===== config.mk =====
export PLATFORM = sky130hd
export DESIGN_NAME = ust_delay
export DESIGN_NICKNAME = d
export VERILOG_FILES = /design/src/rtl/ust_delay.sv
export SDC_FILE = /design/constraint.sdc
export NUM_CORES = 1
export LEC_CHECK = 0
export ABC_CLOCK_PERIOD_IN_PS = 1400
export BUFFER_PORTS_ARGS = -buffer_cell sky130_fd_sc_hd__clkbuf_2
export CELL_PAD_IN_SITES_DETAIL_PLACEMENT = 0
export CELL_PAD_IN_SITES_GLOBAL_PLACEMENT = 2
export CORE_ASPECT_RATIO = 0.75
export CORE_UTILIZATION = 47
export CTS_BUF_LIST = sky130_fd_sc_hd__clkbuf_8
export CTS_CLUSTER_SIZE = 20
export DETAILED_ROUTE_END_ITERATION = 7
export GPL_TIMING_DRIVEN = 0
export PLACE_DENSITY_LB_ADDON = 0.1
export RECOVER_POWER = 100
export SETUP_SLACK_MARGIN = 0.3
export SLEW_MARGIN = 20
export SYNTH_ARGS = -nofsm -noshare
export SYNTH_HDL_FRONTEND = slang
export SYNTH_SLANG_ARGS = --single-unit

===== constraint.sdc =====
create_clock -name clock -period 1.4 [get_ports clock]
set_clock_uncertainty 0.1 [all_clocks]
set_input_delay 0.28 -clock clock [delete_from_list [all_inputs] [get_ports clock]]
set_output_delay 0.28 -clock clock [all_outputs]
set_load 0.01 [all_outputs]

===== src/rtl/ust_delay.sv =====
// Fixed-length delay line with a common advance enable.
// Depends on nothing.
module ust_delay #(
   parameter int WIDTH = 8,
   parameter int DEPTH = 4
) (
   input  logic             clock,
   input  logic             en,
   input  logic [WIDTH-1:0] din,
   output logic [WIDTH-1:0] dout
);

   logic [WIDTH-1:0] tap_ff [DEPTH];

   always_ff @(posedge clock) begin
      if (en) begin
         tap_ff[0] <= din;
         for (int i = 1; i < DEPTH; i++) begin
            tap_ff[i] <= tap_ff[i-1];
         end
      end
   end

   assign dout = tap_ff[DEPTH-1];

endmodule


==> summary.md <==
| Metric | Value |
|---|---|
| Status | `complete, no violations` |
| MaxCap Viol Count | `0` |
| Total gr overflow | `0` |
| Port bufs | `17` |
| Area Growth Syn to Fin | `19.0%` |
| Top Usage Layer GRT | `met2` |
| Pint | `1.47 mW` |
| Buf/Inv on CP | `1` |
| I/O pin cnt | `18` |
| DR WL/cell | `11.8 um` |
| GP Congestion | `0.518` |
| Clk root buf | `clkbuf_8` |
| VDD IR-drop max | `0.959 mV` |
| CP Data Required Time | `1.02 ns` |
| Switch Pwr | `309 uW` |
| Clk network pwr share | `33.3%` |
| RSZ-0062 raised after global routing | `true` |
| Nets | `66` |
| CP Max Fanout | `1` |
| Initial antenna violation count | `0` |
| Crit path depth | `1` |
| Vias in the first global route | `363` |
| Fin Setup TNS | `0 ns` |
| Core footprint | `1820 um2` |
| Ys Warns | `0` |
| Sequential share of power | `64.3%` |
| Critical Path AT | `0.76 ns` |
| Multi-input gates | `0` |
| Yosys reg bits | `32` |
| Number of flip-flops in the largest register | `32` |
| DR vias/cell | `4.77` |
| Worst Max-Slew Pin Slew | `0.740 ns` |
| Detailed Place HPWL | `597 um` |
| Die footprint | `2230 um2` |
| TritonCTS Sinks | `32` |
| Type of the most critical hold path | `primary input to flop` |
| CTS Hold Bufs | `0` |
| TritonCTS buffer count | `5` |
| Met1 usage | `8.09%` |
| Largest Register | `tap_ff` |
| FMAX | `874 MHz` |
| Slowest CP cell | `edfxtp_1` |
| CTS max path bufs | `2` |
| Post-route DRC | `0` |
| Fin crit period | `1.14 ns` |
| Avg Inst Size Synth | `30.0 um2` |
| Final Hold Viols | `0` |
| Reg-to-reg endpoint | `tap_ff[2][5]` |
| Setup crit end | `dout[7]` |
| Critical-path cell list | `clkbuf_1` |
| Startpoint class of the critical path | `flop` |
| CTS H-Tree Depth | `2` |
| Synthesized area | `961 um2` |
| Number of DRC markers after the initial detailed-route iteration | `2` |
| Multi-input logic area | `0 um2` |
| CTS tree | `done` |
| ANT nets after route | `0` |
| Switching part of the total power | `17.3%` |
| Final core utilization | `62.8%` |
| Worst hold path depth | `1` |
| Critical path's top delay family | `flip-flops` |
| Diode count | `0` |
| CP startpoint | `tap_ff[3][7]` |
| Die outline height | `41.2 um` |
| Pleak | `0.408 nW` |
| Reg-to-Reg Start | `tap_ff[1][5]` |
| Met3 usage | `6.67%` |
| Syn nets | `42` |
| Pre-CTS WS | `0.0663 ns` |
| PwrDens | `1560 nW/um2` |
| Slew Viols, Final | `0` |
| # rows | `13` |
| CP Class | `flop to output pin` |
| Die Wd | `54.2 um` |
| Netlist cell types | `1` |
| Clock Pin Slew Worst Setup and Hold Paths | `0.06 ns` |
| Crit path capture type | `output pin` |
| Top Registers | `tap_ff x32` |
| Initial Utilization | `52.7%` |
| WL final | `935 um` |
| CP peak stage delay | `0.37 ns` |
| Register area share after synthesis | `100%` |
| Period utilization | `81.7%` |
| Setup Viol. Count Final | `0` |
| Flop2flop setup slack | `0.66 ns` |
| TritonRoute pass-1 iters | `3` |
| Met2 Use GR | `18.9%` |
| Syn Inst Count | `32` |
| Via count | `377` |
| GRT Total Usage | `10.4%` |
| First-pass GRT wire length | `1360 um` |
| Clk_lat worst skew | `0.26 ns` |
| Worst R2R Path Depth | `0` |
| Final Worst Setup Slack | `0.256 ns` |
| Largest net degree at the start of global routing | `33` |
| Max-slew headroom | `50.7%` |
| Comb pwr share | `2.4%` |
| Ratio of cells with drive above 1 in the final layout | `24.6%` |
-- repair_timing --
item | 4_1_cts | 5_1_grt
setup buffers | 0 | 0
resized for setup | 0 | 1
endpoints found under the setup margin | 8 | 40
-- kinds of logic after synthesis --
logic type	count (synthesis)	synth area share, %
flops	32	100
-- layer usage --
layer / up-vias / part of all wire [%]
met5: - / 0
li1: 178 / -
met4: 0 / 1.6
met1: 175 / 36
met3: 3 / 13
met2: 21 / 50
-- power by group through the flow --
stage | registers (mW) | clock network, mW | logic [mW]
CTS | 1.15 | 0.622 | 0.0466
global placement | 1.16 | 0 | 0.0446
detailed placement | 1.17 | 0 | 0.0466
finish | 1.15 | 0.594 | 0.0428
floorplan | 1.17 | 0 | 0
global route | 1.15 | 0.663 | 0.0483
-- synth_stat cells --
master	number	area [um2]
edfxtp_1	32	961
-- stage by stage --
stage / std cells / total power [mW] / hold slack, ns / cell area (um2)
finish: 79 / 1.78 / 0.0904 / 1140
global route: 79 / 1.86 / 0.0781 / 1140
CTS: 79 / 1.82 / 0.0803 / 1150
detailed placement: 71 / 1.21 / 0.305 / 1070
global placement: 71 / 1.20 / 0.300 / 1070
floorplan: 32 / 1.17 / 0.279 / 961
-- area by class of cell --
type	instances	area [um2]
Sequential cell	32	961
Fill cell	139	678
Timing Repair Buffer	17	75.1
Clock buffer	5	68.8
Tap cell	22	27.5
Clock inverter	3	11.3
-- worst min path at each step --
stage | from | end | slack (ns)
6_report | din[3] | tap_ff[0][3] | 0.09
5_1_grt | din[6] | tap_ff[0][6] | 0.08
4_1_cts | din[3] | tap_ff[0][3] | 0.08
3_5_place_dp | tap_ff[0][4] | tap_ff[1][4] | 0.31
3_3_place_gp | tap_ff[2][7] | tap_ff[3][7] | 0.30
2_1_floorplan | din[0] | tap_ff[0][0] | 0.28
-- cells in the final DEF (no fill, tap or decap), drive strengths merged --
| master | count |
|---|---|
| edfxtp | 32 |
| clkbuf | 22 |
| inv | 2 |
| clkinv | 1 |
No activity file was read; power rests on OpenSTA's default activity.
