**src/rtl/ust_pkg.sv**
```systemverilog
// Shared types, constants and the CORDIC arctangent table for the UV sphere tessellator.
// Depends on nothing; every other file of the block but ust_delay imports it.
package ust_pkg;

   localparam int MAX_DIVISIONS = 256;
   localparam int STACK_MIN = 2;
   localparam int SLICE_MIN = 3;
   localparam int CORDIC_STEPS = 24;
   localparam int DIV_STEPS = 17;
   localparam int DVD_W = 25;
   localparam int DVS_W = 10;
   localparam int REM_W = 27;
   localparam int CX_W = 33;
   localparam int CZ_W = 32;
   localparam logic signed [CX_W-1:0] CORDIC_START = 33'sd652032875;
   localparam logic signed [15:0] Q14_ONE = 16'sd16384;
   localparam logic [16:0] TEX_HALF = 17'd32768;
   localparam logic [16:0] TEX_ONE = 17'd65536;

   localparam logic OP_VERTEX = 1'b0;
   localparam logic OP_TRIANGLE = 1'b1;

   localparam logic [1:0] CSR_RADIUS = 2'd0;
   localparam logic [1:0] CSR_STACKS = 2'd1;
   localparam logic [1:0] CSR_SLICES = 2'd2;

   typedef struct packed {
      logic        op;
      logic        bad;
      logic        pole_n;
      logic        pole_s;
      logic [16:0] corner_a;
      logic [16:0] corner_b;
      logic [16:0] corner_c;
   } meta_type;

   // Arctangent of 2^-k as a fraction of a turn, a quarter turn being 2^30.
   function automatic logic signed [CZ_W-1:0] atan_turn(input logic [4:0] k);
      logic signed [CZ_W-1:0] a;
      unique case (k)
         5'd0: a = 32'sd536870912;
         5'd1: a = 32'sd316933406;
         5'd2: a = 32'sd167458907;
         5'd3: a = 32'sd85004756;
         5'd4: a = 32'sd42667331;
         5'd5: a = 32'sd21354465;
         5'd6: a = 32'sd10679838;
         5'd7: a = 32'sd5340245;
         5'd8: a = 32'sd2670163;
         5'd9: a = 32'sd1335087;
         5'd10: a = 32'sd667544;
         5'd11: a = 32'sd333772;
         5'd12: a = 32'sd166886;
         5'd13: a = 32'sd83443;
         5'd14: a = 32'sd41722;
         5'd15: a = 32'sd20861;
         5'd16: a = 32'sd10430;
         5'd17: a = 32'sd5215;
         5'd18: a = 32'sd2608;
         5'd19: a = 32'sd1304;
         5'd20: a = 32'sd652;
         5'd21: a = 32'sd326;
         5'd22: a = 32'sd163;
         5'd23: a = 32'sd81;
         default: a = '0;
      endcase
      return a;
   endfunction

endpackage

```
**src/rtl/ust_divider.sv**
```systemverilog
// Pipelined restoring divider, one quotient bit per stage.
// Depends on ust_pkg for widths.
module ust_divider (
   input  logic                      clock,
   input  logic                      en,
   input  logic [ust_pkg::DVD_W-1:0] dividend,
   input  logic [ust_pkg::DVS_W-1:0] divisor,
   output logic [16:0]               quotient
);
   import ust_pkg::*;

   logic [DVD_W-1:0] rem_ff [DIV_STEPS];
   logic [16:0]      quo_ff [DIV_STEPS];
   logic [DVS_W-1:0] dvs_ff [DIV_STEPS];

   for (genvar s = 0; s < DIV_STEPS; s++) begin : g_step
      logic [DVD_W-1:0] rem_p, rem_n;
      logic [16:0]      quo_p, quo_n;
      logic [DVS_W-1:0] dvs_p;
      logic [REM_W-1:0] trial;

      if (s == 0) begin : g_first
         assign rem_p = dividend;
         assign quo_p = '0;
         assign dvs_p = divisor;
      end else begin : g_next
         assign rem_p = rem_ff[s-1];
         assign quo_p = quo_ff[s-1];
         assign dvs_p = dvs_ff[s-1];
      end

      always_comb begin
         trial = {{(REM_W-DVD_W){1'b0}}, rem_p}
               - ({{(REM_W-DVS_W){1'b0}}, dvs_p} << (DIV_STEPS-1-s));
         rem_n = rem_p;
         quo_n = quo_p;
         if (!trial[REM_W-1]) begin
            rem_n = trial[DVD_W-1:0];
            quo_n[DIV_STEPS-1-s] = 1'b1;
         end
      end

      always_ff @(posedge clock) begin
         if (en) begin
            rem_ff[s] <= rem_n;
            quo_ff[s] <= quo_n;
            dvs_ff[s] <= dvs_p;
         end
      end
   end

   assign quotient = quo_ff[DIV_STEPS-1];

endmodule

```
**config.mk**
```make
export PLATFORM = sky130hd
export DESIGN_NAME = ust_divider
export DESIGN_NICKNAME = d
export VERILOG_FILES = /design/src/rtl/ust_pkg.sv /design/src/rtl/ust_divider.sv
export SDC_FILE = /design/constraint.sdc
export NUM_CORES = 1
export LEC_CHECK = 0
export BUFFER_PORTS_ARGS = -buffer_cell sky130_fd_sc_hd__buf_2
export CORE_MARGIN = 2
export CORE_UTILIZATION = 28
export DETAILED_ROUTE_END_ITERATION = 8
export SETUP_SLACK_MARGIN = 0.5
export SYNTH_ARGS = -nofsm -noshare
export SYNTH_HDL_FRONTEND = slang
export SYNTH_SLANG_ARGS = --single-unit
```
**constraint.sdc**
```tcl
create_clock -name clock -period 2.7 [get_ports clock]
set_input_delay 0.27 -clock clock [delete_from_list [all_inputs] [get_ports clock]]
set_output_delay 0.27 -clock clock [all_outputs]
set_load 0.005 [all_outputs]
```
==> out/results.ini, run 1 <==
[finish]
final_cells = 4439
finalNetCount = 3070
drive_above_1_share_pct = 34.8
antenna_cells = 0
syn_to_final_growth_pct = 34.8

[floorplanning]
dieArea_um2 = 120000
initial_core_util_pct = 28.2
rows = 125
core_um2 = 116000
die_x_um = 346
die_y_um = 346
ios = 54

[setup_path]
path_buf_inv = 3
reg2reg_depth = 11
crit_required_ns = 3.05
rr_endpoint = rem_ff[0][366]
cp_num_cells = 11
startpoint = rem_ff[0][327]
cp.arrival_ns = 3.09
crit-reg2reg-launch = rem_ff[0][327]
critical_path_class = flip-flop to flip-flop
critPathCapture = rem_ff[0][366]
critPathMaxFanout = 4
end_kind = flip-flop
reg2reg_slack_ns = -0.04
crit_chain = inv_1 > ha_2 > inv_2 > fa_2 > a211oi_2 > nor2_2 > or4_4 > a31o_4 > buf_4 > nor4_4 > xor2_1
critPathTopFamily = simple AND/OR/NAND/NOR gates
crit_path_max_incr_delay_ns = 0.45
cp_slowest_cell = or4_4
worstSetupStartpointType = flip-flop

[clocking]
clock-sinks = 713
cts-htree-levels = 3
clk_latency_ns = 0.62
cts_root_buf = clkbuf_16
clk_pin_slew_ns = 0.06
cts_tree = done
cts_buffer_depth = 3
cts_inserted_buffers = 80

[synthesis]
synth_top_area_cell = edfxtp_1
synth_compound_area_share_pct = 9.04
synth-adder-area-share_pct = 7.41
synth_top_family_by_area = compound AO/OA/AOI/OAI gates
synthMuxAreaShare_pct = 1.97
async_reset_ff_share_pct = 0
ys_warn_count = 0
postSynthAreaPerCell_um2 = 13.7
netlist_area_um2 = 32700
synthesis.nets = 2613
synthTopCellsByArea = edfxtp_1, ha_1, inv_1, xor2_1, xnor2_1
synthSimpleGateAreaFrac_pct = 8.58
yosysMostFrequentCell = edfxtp_1
synth_edf_count = 713
synth.distinct_cells = 78
yosysSeqAreaShare_pct = 65.5
syn_inst = 2392
synthXorXnorAreaFrac_pct = 4.66
synth_common_cells = edfxtp_1, inv_1, ha_1
synthFlopType = edfxtp_1
synth_top_area_share_pct = 65.5
ys_seq_elements = 713

[power]
vdd_drop_max_uv = 517
power_density_nw_per_um2 = 883
p_leak_nw = 16.4

[sta]
final_max_slew_viol_count = 0
finalSetupViolations = 7
whs_ns = 0.0643
finalCriticalPeriod_ns = 2.74
timing_hold_violations_final = 0
post-route-period-util_pct = 101
fmax_mhz = 365
skew_ns = 0.0231
tns_ns = -0.131
rsz0062_at_grt = yes
slew_headroom_pct = 57.4
setup_ws_ns = -0.0387
max_slew.worst_pin.slew_ns = 0.633

[global_route]
grt.total_usage_pct = 9.54
grt_pass1_wl_um = 95700
gr-usage-met3_pct = 1.88
grt-ovfl-total = 0
grt-busiest-layer = met2
antenna_found_initial = 0
grt_pass1_vias = 20330
grt_max_degree = 85
use_met2_pct = 18.9
met1_usage_pct = 9.43

[routing]
avgViaCountPerCell = 4.45
firstDrtPassIters = 5
totalWireLength_um = 59800
via_count = 19747
wire_per_inst_um = 13.5
first_iter_violations = 776
postRouteAntennaNets = 0
drcViolationCount = 0

[outcome]
violations = negative setup slack
run_status = complete, but fails checks

[job]
maxCapViolCount = 0

[placement]
placed_cells = 4047
place_congestion = 0.867
dp_hpwl_um = 37300
io_buffers = 53

[hold_path]
holdCritPathClass = input port to flip-flop

## repair_timing
action / 4_1_cts / 5_1_grt
hold endpoints to repair: 33 / 0
endpoints found under the setup margin: 264 / 274
pin swaps: 141 / 150
resized for setup: 299 / 344
hold buffers: 33 / 0
cloned: 10 / 5
buffers inserted: 128 / 68
## placed cells by master, fill, tap and decap left out, drive strengths merged, types with 41 or more instances in the layout
master	count
a21o	41
a21oi	118
buf	363
clkbuf	103
edfxtp	713
ha	168
inv	220
mux2	50
nand2	135
nor2	151
nor2b	42
nor3	54
o21ai	136
xnor2	86
xor2	88
## per-stage QoR
stage / total power, mW / area, um2 / util (%) / setup slack [ns]
6_report: 38.9 / 44100 / 38.0 / -0.0387
5_1_grt: 41.1 / 44100 / 38.0 / -0.194
4_1_cts: 37.3 / 42000 / 36.2 / -0.0376
3_5_place_dp: 24.8 / 36600 / 31.6 / -0.112
3_3_place_gp: 24.6 / 36600 / 31.6 / -0.0852
2_1_floorplan: 22.5 / 33700 / - / 0.0154
## worst reg2reg max path, stage by stage, from the launching register on
cell	delay [ns]
edfxtp_1	0.39
inv_1	0.07
ha_2	0.17
inv_2	0.04
fa_2	0.35
a211oi_2	0.24
nor2_2	0.07
or4_4	0.45
a31o_4	0.28
buf_4	0.15
nor4_4	0.15
xor2_1	0.11
## flip-flops by register name (all words and copies together) (netlist names)
name	count
quo_ff	153
dvs_ff	160
rem_ff	400
## cell families after synthesis
group                    Yosys count
AND/OR/NAND/NOR                  554
buffers and inverters            245
adder cells (fa/ha/maj)          184
multiplexers                      58
XOR/XNOR                         174
flip-flops                       713
AO/OA/AOI/OAI                    464
## routing by layer
metal  wire length [um]  share of wire, %
met3               1720               2.9
met1              21700                36
met5                  0                 0
met4               2300               3.8
met2              34100                57
## where the power goes
part           switching, mW  leakage (nW)  total, mW  internal (mW)
logic                   5.78          8.28       12.2           6.43
registers               1.37          6.84       16.0           14.6
clock network           4.37          1.25       10.7           6.31
## final cells by class
| cell class | instances | area (um2) |
|---|---|---|
| Inverter | 218 | 838 |
| Tap cell | 1524 | 1910 |
| Clock inverter | 49 | 500 |
| Timing Repair Buffer | 401 | 3940 |
| Sequential cell | 713 | 21400 |
| Fill cell | 10811 | 72000 |
| Clock buffer | 99 | 2090 |
| Multi-Input combinational cell | 1435 | 13400 |
## how the worst min path moves through the flow
stage	from	cells past startpoint	endpoint
final	dividend[17]	3	rem_ff[0][17]
after global routing	dividend[17]	3	rem_ff[0][17]
after CTS	dividend[17]	3	rem_ff[0][17]
after detailed placement	quo_ff[0][164]	0	quo_ff[0][181]
after global placement	rem_ff[0][150]	0	rem_ff[0][175]
after floorplan	divisor[0]	0	dvs_ff[0][0]
Power figures use the tool's default switching activity.
==> run 2: changes to the inputs <==
--- a/config.mk
+++ b/config.mk
@@ -9,7 +9,10 @@
 export CORE_MARGIN = 2
 export CORE_UTILIZATION = 28
 export DETAILED_ROUTE_END_ITERATION = 8
+export PLACE_DENSITY = 0.42
 export SETUP_SLACK_MARGIN = 0.5
+export SKIP_LAST_GASP = 1
 export SYNTH_ARGS = -nofsm -noshare
 export SYNTH_HDL_FRONTEND = slang
 export SYNTH_SLANG_ARGS = --single-unit
+export TNS_END_PERCENT = 20
==> run 2 against run 1 <==
  * The flow now finishes without violations
  * Non-clock buffer count down 69
  * Clock power increased by 4%
  * Via count fell by 1.9%
  * Flip-flop and latch count unchanged
  * Critical path depth fell by 1
  * Worst setup slack gained 0.039 ns
  * Core utilization shrank 2.6 points
  * First-iteration DRC count is 18% higher
  * Total power fell by 5.1%
  * Fmax increased by 1.5%
  * Sequential share of layout area grew 3.5 points
  * Sequential power about the same
  * Critical endpoint is now rem_ff[0][245]
  * Largest cell class unchanged
==> out/results.ini, run 2 (synthesis results as in run 1) <==
[outcome]
run_status = complete, no violations  ; was complete, but fails checks

[routing]
drcViolationCount = 0  ; unchanged
first_iter_violations = 916  ; was 776
avgViaCountPerCell = 4.43  ; was 4.45
via_count = 19379  ; was 19,747
postRouteAntennaNets = 0  ; unchanged
totalWireLength_um = 63700  ; was 59,800 um
wire_per_inst_um = 14.6  ; was 13.5 um
firstDrtPassIters = 5  ; unchanged

[finish]
reg_top3 = rem_ff x400, dvs_ff x160, quo_ff x153  ; unchanged
regMostFlops = rem_ff  ; unchanged
seq_area_um2 = 21400  ; unchanged
antenna_cells = 0  ; unchanged
design_area_um2 = 41100  ; was 44,100 um2
syn_to_final_growth_pct = 25.8  ; was 34.8%
layout_common_cells = edfxtp_1, inv_1, buf_4  ; unchanged
nFillCells = 11206  ; was 10,811
drive_above_1_share_pct = 24.0  ; was 34.8%
finalNetCount = 3006  ; was 3,070
largest_reg_flops = 400  ; unchanged
multi_input_area_um2 = 11500  ; was 13,400 um2
layout_commonest_cell = edfxtp_1  ; unchanged

[floorplanning]
rows = 125  ; unchanged
die_y_um = 346  ; unchanged
ios = 54  ; unchanged
die_x_um = 346  ; unchanged
dieArea_um2 = 120000  ; unchanged
initial_core_util_pct = 28.2  ; unchanged
core_um2 = 116000  ; unchanged

[clocking]
clock-sinks = 713  ; unchanged
clk_latency_ns = 0.65  ; was 0.62 ns
cts-htree-levels = 3  ; unchanged
cts_inserted_buffers = 85  ; was 80
cts_root_buf = clkbuf_16  ; unchanged
cts_buffer_depth = 3  ; unchanged
cts_tree = done  ; unchanged
clk_pin_slew_ns = 0.06  ; about the same

[sta]
rsz0062_at_grt = yes  ; unchanged
skew_ns = 0.0166  ; was 0.0231 ns
whs_ns = 0.0286  ; was 0.0643 ns
final_max_slew_viol_count = 0  ; unchanged
tns_ns = 0  ; was -0.131 ns
finalSetupViolations = 0  ; was 7
setup_ws_ns = 0.000602  ; was -0.0387 ns
post-route-period-util_pct = 100  ; was 101%
fmax_mhz = 370  ; was 365 MHz
max_slew.worst_pin.slew_ns = 0.558  ; was 0.633 ns
timing_hold_violations_final = 0  ; unchanged
slew_headroom_pct = 62.8  ; was 57.4%
finalCriticalPeriod_ns = 2.70  ; was 2.74 ns

[setup_path]
cp_slowest_cell = edfxtp_1  ; was or4_4
critPathMaxFanout = 4  ; unchanged
crit_chain = buf_4 > ha_1 > nand2b_1 > a211o_1 > a31oi_1 > a221oi_1 > o21ai_0 > buf_4 > nor4_1 > xor2_1  ; was inv_1 > ha_2 > inv_2 > fa_2 > a211oi_2 > nor2_2 > or4_4 > a31o_4 > buf_4 > nor4_4 > xor2_1
reg2reg_depth = 10  ; was 11
worstSetupStartpointType = flip-flop  ; unchanged
crit_top_cell = buf_4
crit_required_ns = 3.08  ; was 3.05 ns
startpoint = rem_ff[0][208]  ; was rem_ff[0][327]
end_kind = flip-flop  ; unchanged
crit-reg2reg-launch = rem_ff[0][208]  ; was rem_ff[0][327]
cp.arrival_ns = 3.08  ; was 3.09 ns
critical_path_class = flip-flop to flip-flop  ; unchanged
crit_path_max_incr_delay_ns = 0.43  ; was 0.45 ns

[global_route]
use_met2_pct = 19.4  ; was 18.9%
grt_max_degree = 94  ; was 85
grt-ovfl-total = 0  ; unchanged
met1_usage_pct = 11.5  ; was 9.43%
grt_pass1_wl_um = 103000  ; was 95,700 um
antenna_found_initial = 0  ; unchanged
grt_pass1_vias = 20296  ; was 20,330
grt-busiest-layer = met2  ; unchanged
gr-usage-met3_pct = 2.14  ; was 1.88%
grt.total_usage_pct = 10.4  ; was 9.54%

[placement]
post_dp_cell_area_um2 = 36400  ; was 36,600 um2
post-place-ws_ns = -0.186  ; was -0.112 ns
place_congestion = 0.801  ; was 0.867
dp_hpwl_um = 42700  ; was 37,300 um
io_buffers = 53  ; unchanged

[hold_path]
holdCritPathClass = input port to flip-flop  ; unchanged
hold_depth = 1  ; was 3
hold_start = en  ; was dividend[17]

[job]
maxCapViolCount = 0  ; unchanged

[power]
power_density_nw_per_um2 = 898  ; was 883 nW/um2
p_leak_nw = 15.3  ; was 16.4 nW
vdd_drop_max_uv = 449  ; was 517 uV
finalPower_mw = 36.9  ; was 38.9 mW

run 2: worst paths after layout:
path / endpoint / slack (ns)
worst max register to register: rem_ff[0][245] / 0.0006
worst min-delay path: rem_ff[0][6] / 0.03
worst min register to register: rem_ff[0][204] / 0.41
worst max-delay path: rem_ff[0][245] / 0.0006
run 2: timing repair:
| action | in CTS | in global routing |
|---|---|---|
| pin swaps | 55 | 52 |
| endpoints found under the setup margin | 266 | 278 |
| hold buffers | 34 | 1 |
| gates resized for setup | 135 | 120 |
| endpoints found under the hold margin | 34 | 1 |
| cloned | 4 | 3 |
| buffers inserted | 39 | 43 |
run 2: power by group:
| group | internal, mW | switching [mW] |
|---|---|---|
| registers | 14.6 | 1.20 |
| logic | 4.94 | 5.08 |
| clock network | 6.46 | 4.59 |
| total | 26.0 | 10.9 |
run 2: area by class of cell:
type | count | share of cell area, %
Inverter | 218 | 2.00
Tap cell | 1524 | 4.64
Clock buffer | 100 | 5.31
Sequential cell | 713 | 52.1
Multi-Input combinational cell | 1435 | 28.0
Clock inverter | 53 | 1.19
Timing Repair Buffer | 332 | 6.80
run 2: metal layers:
metal,vias to the layer above,routed length (um)
met2,193,33600
met5,-,0
met4,0,2250
met1,9351,26000
met3,149,1900
li1,9686,-
run 2: worst max-delay path: cells and delay by family, from the launching register on:
family,cells,cell delay [ns]
flip-flops,1,0.43
XOR/XNOR,1,0.12
adder cells (fa/ha/maj),1,0.30
AO/OA/AOI/OAI,4,0.86
buffers and inverters,2,0.34
AND/OR/NAND/NOR,2,0.37
run 2: through the flow:
stage          util (%)  cells
2_1_floorplan         -   2392
4_1_cts            34.7   4329
3_5_place_dp       31.3   4099
3_3_place_gp       31.3   4099
5_1_grt            35.4   4375
6_report           35.4   4375
==> run 3: changes to the inputs <==
--- a/config.mk
+++ b/config.mk
@@ -7,9 +7,9 @@
 export LEC_CHECK = 0
 export BUFFER_PORTS_ARGS = -buffer_cell sky130_fd_sc_hd__buf_2
 export CORE_MARGIN = 2
-export CORE_UTILIZATION = 28
+export CORE_UTILIZATION = 50
 export DETAILED_ROUTE_END_ITERATION = 8
-export PLACE_DENSITY = 0.42
+export PLACE_DENSITY = 0.67
 export SETUP_SLACK_MARGIN = 0.5
 export SKIP_LAST_GASP = 1
 export SYNTH_ARGS = -nofsm -noshare
==> run 3 against run 2 <==
  * The run now ends with negative setup slack left
  * Cell count shrank 16%
  * Clock-buffer cell count shrank 7
  * First-iteration DRC count grew 26%
  * Routed wire length shrank 9.8%
  * Clock skew grew 0.0045 ns
  * Global-route usage grew 6.3 points
  * Non-clock buffer count shrank 32
  * Clock power shrank 5%
  * Via count grew 0.70%
  * Critical path depth grew 1
  * Core utilization grew 27 points
  * Sequential share of layout area grew 1.4 points
  * Largest power group unchanged
==> out/results.ini, run 3 (synthesis results as in run 1) <==
[sta]
rsz0062_at_grt = yes  ; unchanged
skew_ns = 0.0211  ; was 0.0166 ns
post-route-period-util_pct = 102  ; was 100%
fmax_mhz = 364  ; was 370 MHz
finalSetupViolations = 5  ; was 0
tns_ns = -0.104  ; was 0 ns
timing_hold_violations_final = 0  ; unchanged
final_max_slew_viol_count = 0  ; unchanged
setup_ws_ns = -0.0453  ; was 0.000602 ns
finalCriticalPeriod_ns = 2.75  ; was 2.70 ns
max_slew.worst_pin.slew_ns = 0.599  ; was 0.558 ns
slew_headroom_pct = 59.7  ; was 62.8%

[global_route]
grt_max_degree = 82  ; was 94
grt_pass1_vias = 19943  ; was 20,296
antenna_found_initial = 0  ; unchanged
grt_pass1_wl_um = 92300  ; was 103,000 um
grt.total_usage_pct = 16.7  ; was 10.4%
grt-ovfl-total = 0  ; unchanged

[floorplanning]
initial_core_util_pct = 50.6  ; was 28.2%
die_y_um = 260  ; was 346 um
core_um2 = 64600  ; was 116,000 um2
ios = 54  ; unchanged
rows = 93  ; was 125
dieArea_um2 = 67500  ; was 120,000 um2
die_x_um = 260  ; was 346 um

[finish]
final_cells = 3664  ; was 4,375
reg_top3 = rem_ff x400, dvs_ff x160, quo_ff x153  ; unchanged
nFillCells = 4707  ; was 11,206
multi_input_area_um2 = 11500  ; about the same
regMostFlops = rem_ff  ; unchanged
finalNetCount = 2967  ; was 3,006
seq_area_um2 = 21400  ; unchanged
antenna_cells = 0  ; unchanged
syn_to_final_growth_pct = 22.3  ; was 25.8%
utilization_pct = 61.9  ; was 35.4%
drive_above_1_share_pct = 22.9  ; was 24.0%
design_area_um2 = 40000  ; was 41,100 um2
layout_common_cells = edfxtp_1, inv_1, buf_4  ; unchanged
layout_commonest_cell = edfxtp_1  ; unchanged
largest_reg_flops = 400  ; unchanged

[setup_path]
end_kind = flip-flop  ; unchanged
critPathMaxFanout = 4  ; unchanged
rr_endpoint = rem_ff[0][372]  ; was rem_ff[0][245]
worstSetupStartpointType = flip-flop  ; unchanged
reg2reg_slack_ns = -0.05  ; was 0.0006 ns
reg2reg_depth = 11  ; was 10
crit-reg2reg-launch = rem_ff[0][327]  ; was rem_ff[0][208]
crit_required_ns = 3.06  ; was 3.08 ns
cp.arrival_ns = 3.10  ; was 3.08 ns
critical_path_class = flip-flop to flip-flop  ; unchanged

[clocking]
cts-htree-levels = 3  ; unchanged
cts_inserted_buffers = 78  ; was 85
clk_pin_slew_ns = 0.06  ; about the same
cts_buffer_depth = 3  ; unchanged
clk_latency_ns = 0.62  ; was 0.65 ns
cts_root_buf = clkbuf_16  ; unchanged
cts_tree = done  ; unchanged
clock-sinks = 713  ; unchanged

[routing]
firstDrtPassIters = 6  ; was 5
totalWireLength_um = 57500  ; was 63,700 um
postRouteAntennaNets = 0  ; unchanged
via_count = 19514  ; was 19,379
drcViolationCount = 0  ; unchanged
wire_per_inst_um = 15.7  ; was 14.6 um
first_iter_violations = 1153  ; was 916
avgViaCountPerCell = 5.33  ; was 4.43

[placement]
dp_hpwl_um = 38600  ; was 42,700 um
post_dp_cell_area_um2 = 35400  ; was 36,400 um2
place_congestion = 0.881  ; was 0.801
io_buffers = 53  ; unchanged
placed_cells = 3404  ; was 4,099

[power]
intPower_mw = 25.7  ; was 26.0 mW
power_switching_share_pct = 29.2  ; was 29.5%
clock_power_share_pct = 28.9  ; was 29.9%
p_switching_mw = 10.6  ; was 10.9 mW
combPwrFrac_pct = 27.5  ; was 27.1%
p_seq_share_pct = 43.6  ; was 42.9%
p_leak_nw = 15.2  ; was 15.3 nW
vdd_drop_max_uv = 502  ; was 449 uV
power_density_nw_per_um2 = 907  ; was 898 nW/um2

[hold_path]
hold_depth = 3  ; was 1
min_delay_worst_endpoint = rem_ff[0][16]  ; was rem_ff[0][6]
holdCritPathClass = input port to flip-flop  ; unchanged
hold_start = divisor[0]  ; was en

[outcome]
violations = negative setup slack
run_status = complete, but fails checks  ; was complete, no violations

[job]
maxCapViolCount = 0  ; unchanged

-- run 3: changes by cell type in the layout (fill, tap and decap cells not counted), sizes merged --
cell,change
buf,-33
clkbuf,-6
clkinv,-6
bufinv,+1
clkinvlp,+1
inv,+1
-- run 3: what timing repair did --
action                                 in CTS  in global routing
pin swaps                                  48                 55
setup buffers                              34                 42
cloned                                      5                  2
endpoints found under the hold margin      34                  0
gates resized for setup                   119                127
setup endpoints to repair                 268                278
hold buffers                               34                  0
-- run 3: worst max-delay path: stages (launching register included) --
cell	delay (ns)
edfxtp_1	0.38
inv_1	0.07
ha_2	0.18
inv_2	0.04
fa_2	0.34
a211oi_2	0.25
nor2_2	0.08
or4_4	0.44
a31o_4	0.28
a21oi_4	0.16
nand3_2	0.11
xnor2_2	0.16
-- run 3: final cells by class --
class | instances | share of cell area [%]
flip-flops and latches | 713 | 53.5
well taps | 855 | 2.67
multi-input cells | 1435 | 28.8
repair buffers | 300 | 6.52
clock buffers | 93 | 5.02
clock inverters | 50 | 1.36
inverters | 218 | 2.06
-- run 3: how the worst max path moves through the flow --
stage               slack, ns           start  cells past startpoint              to
floorplan                0.01  rem_ff[0][303]                     12  rem_ff[0][338]
global placement        -0.30   dvs_ff[0][20]                     11   rem_ff[0][89]
detailed placement      -0.24   dvs_ff[0][20]                     11   rem_ff[0][89]
CTS                     -0.06  rem_ff[0][303]                     12  rem_ff[0][348]
global route            -0.14  rem_ff[0][327]                     11  rem_ff[0][372]
finish                  -0.05  rem_ff[0][327]                     11  rem_ff[0][372]
-- run 3: through the flow --
step                      hold WS [ns]  setup WS, ns  power [mW]
after global routing            0.0677        -0.136        38.2
after global placement           0.400        -0.300        24.1
after detailed placement         0.405        -0.240        24.5
final                           0.0754       -0.0453        36.3
after CTS                       0.0379       -0.0568        35.7
after floorplan                  0.369        0.0117        21.9
-- run 3: metal layers --
layer	GRT usage [%]	up-vias	part of all wire [%]
met3	2.96	141	2.8
li1	-	9574	-
met5	0	-	0
met4	6.67	0	3.4
met1	18.4	9513	40
met2	31.6	286	54
-- run 3: power groups by stage --
stage	Clock [mW]	Sequential (mW)	Combinational, mW
floorplan	0	15.6	6.35
detailed placement	0	15.9	8.58
finish	10.5	15.8	9.97
global route	11.2	16.0	11.0
CTS	10.8	15.8	9.20
global placement	0	15.9	8.19
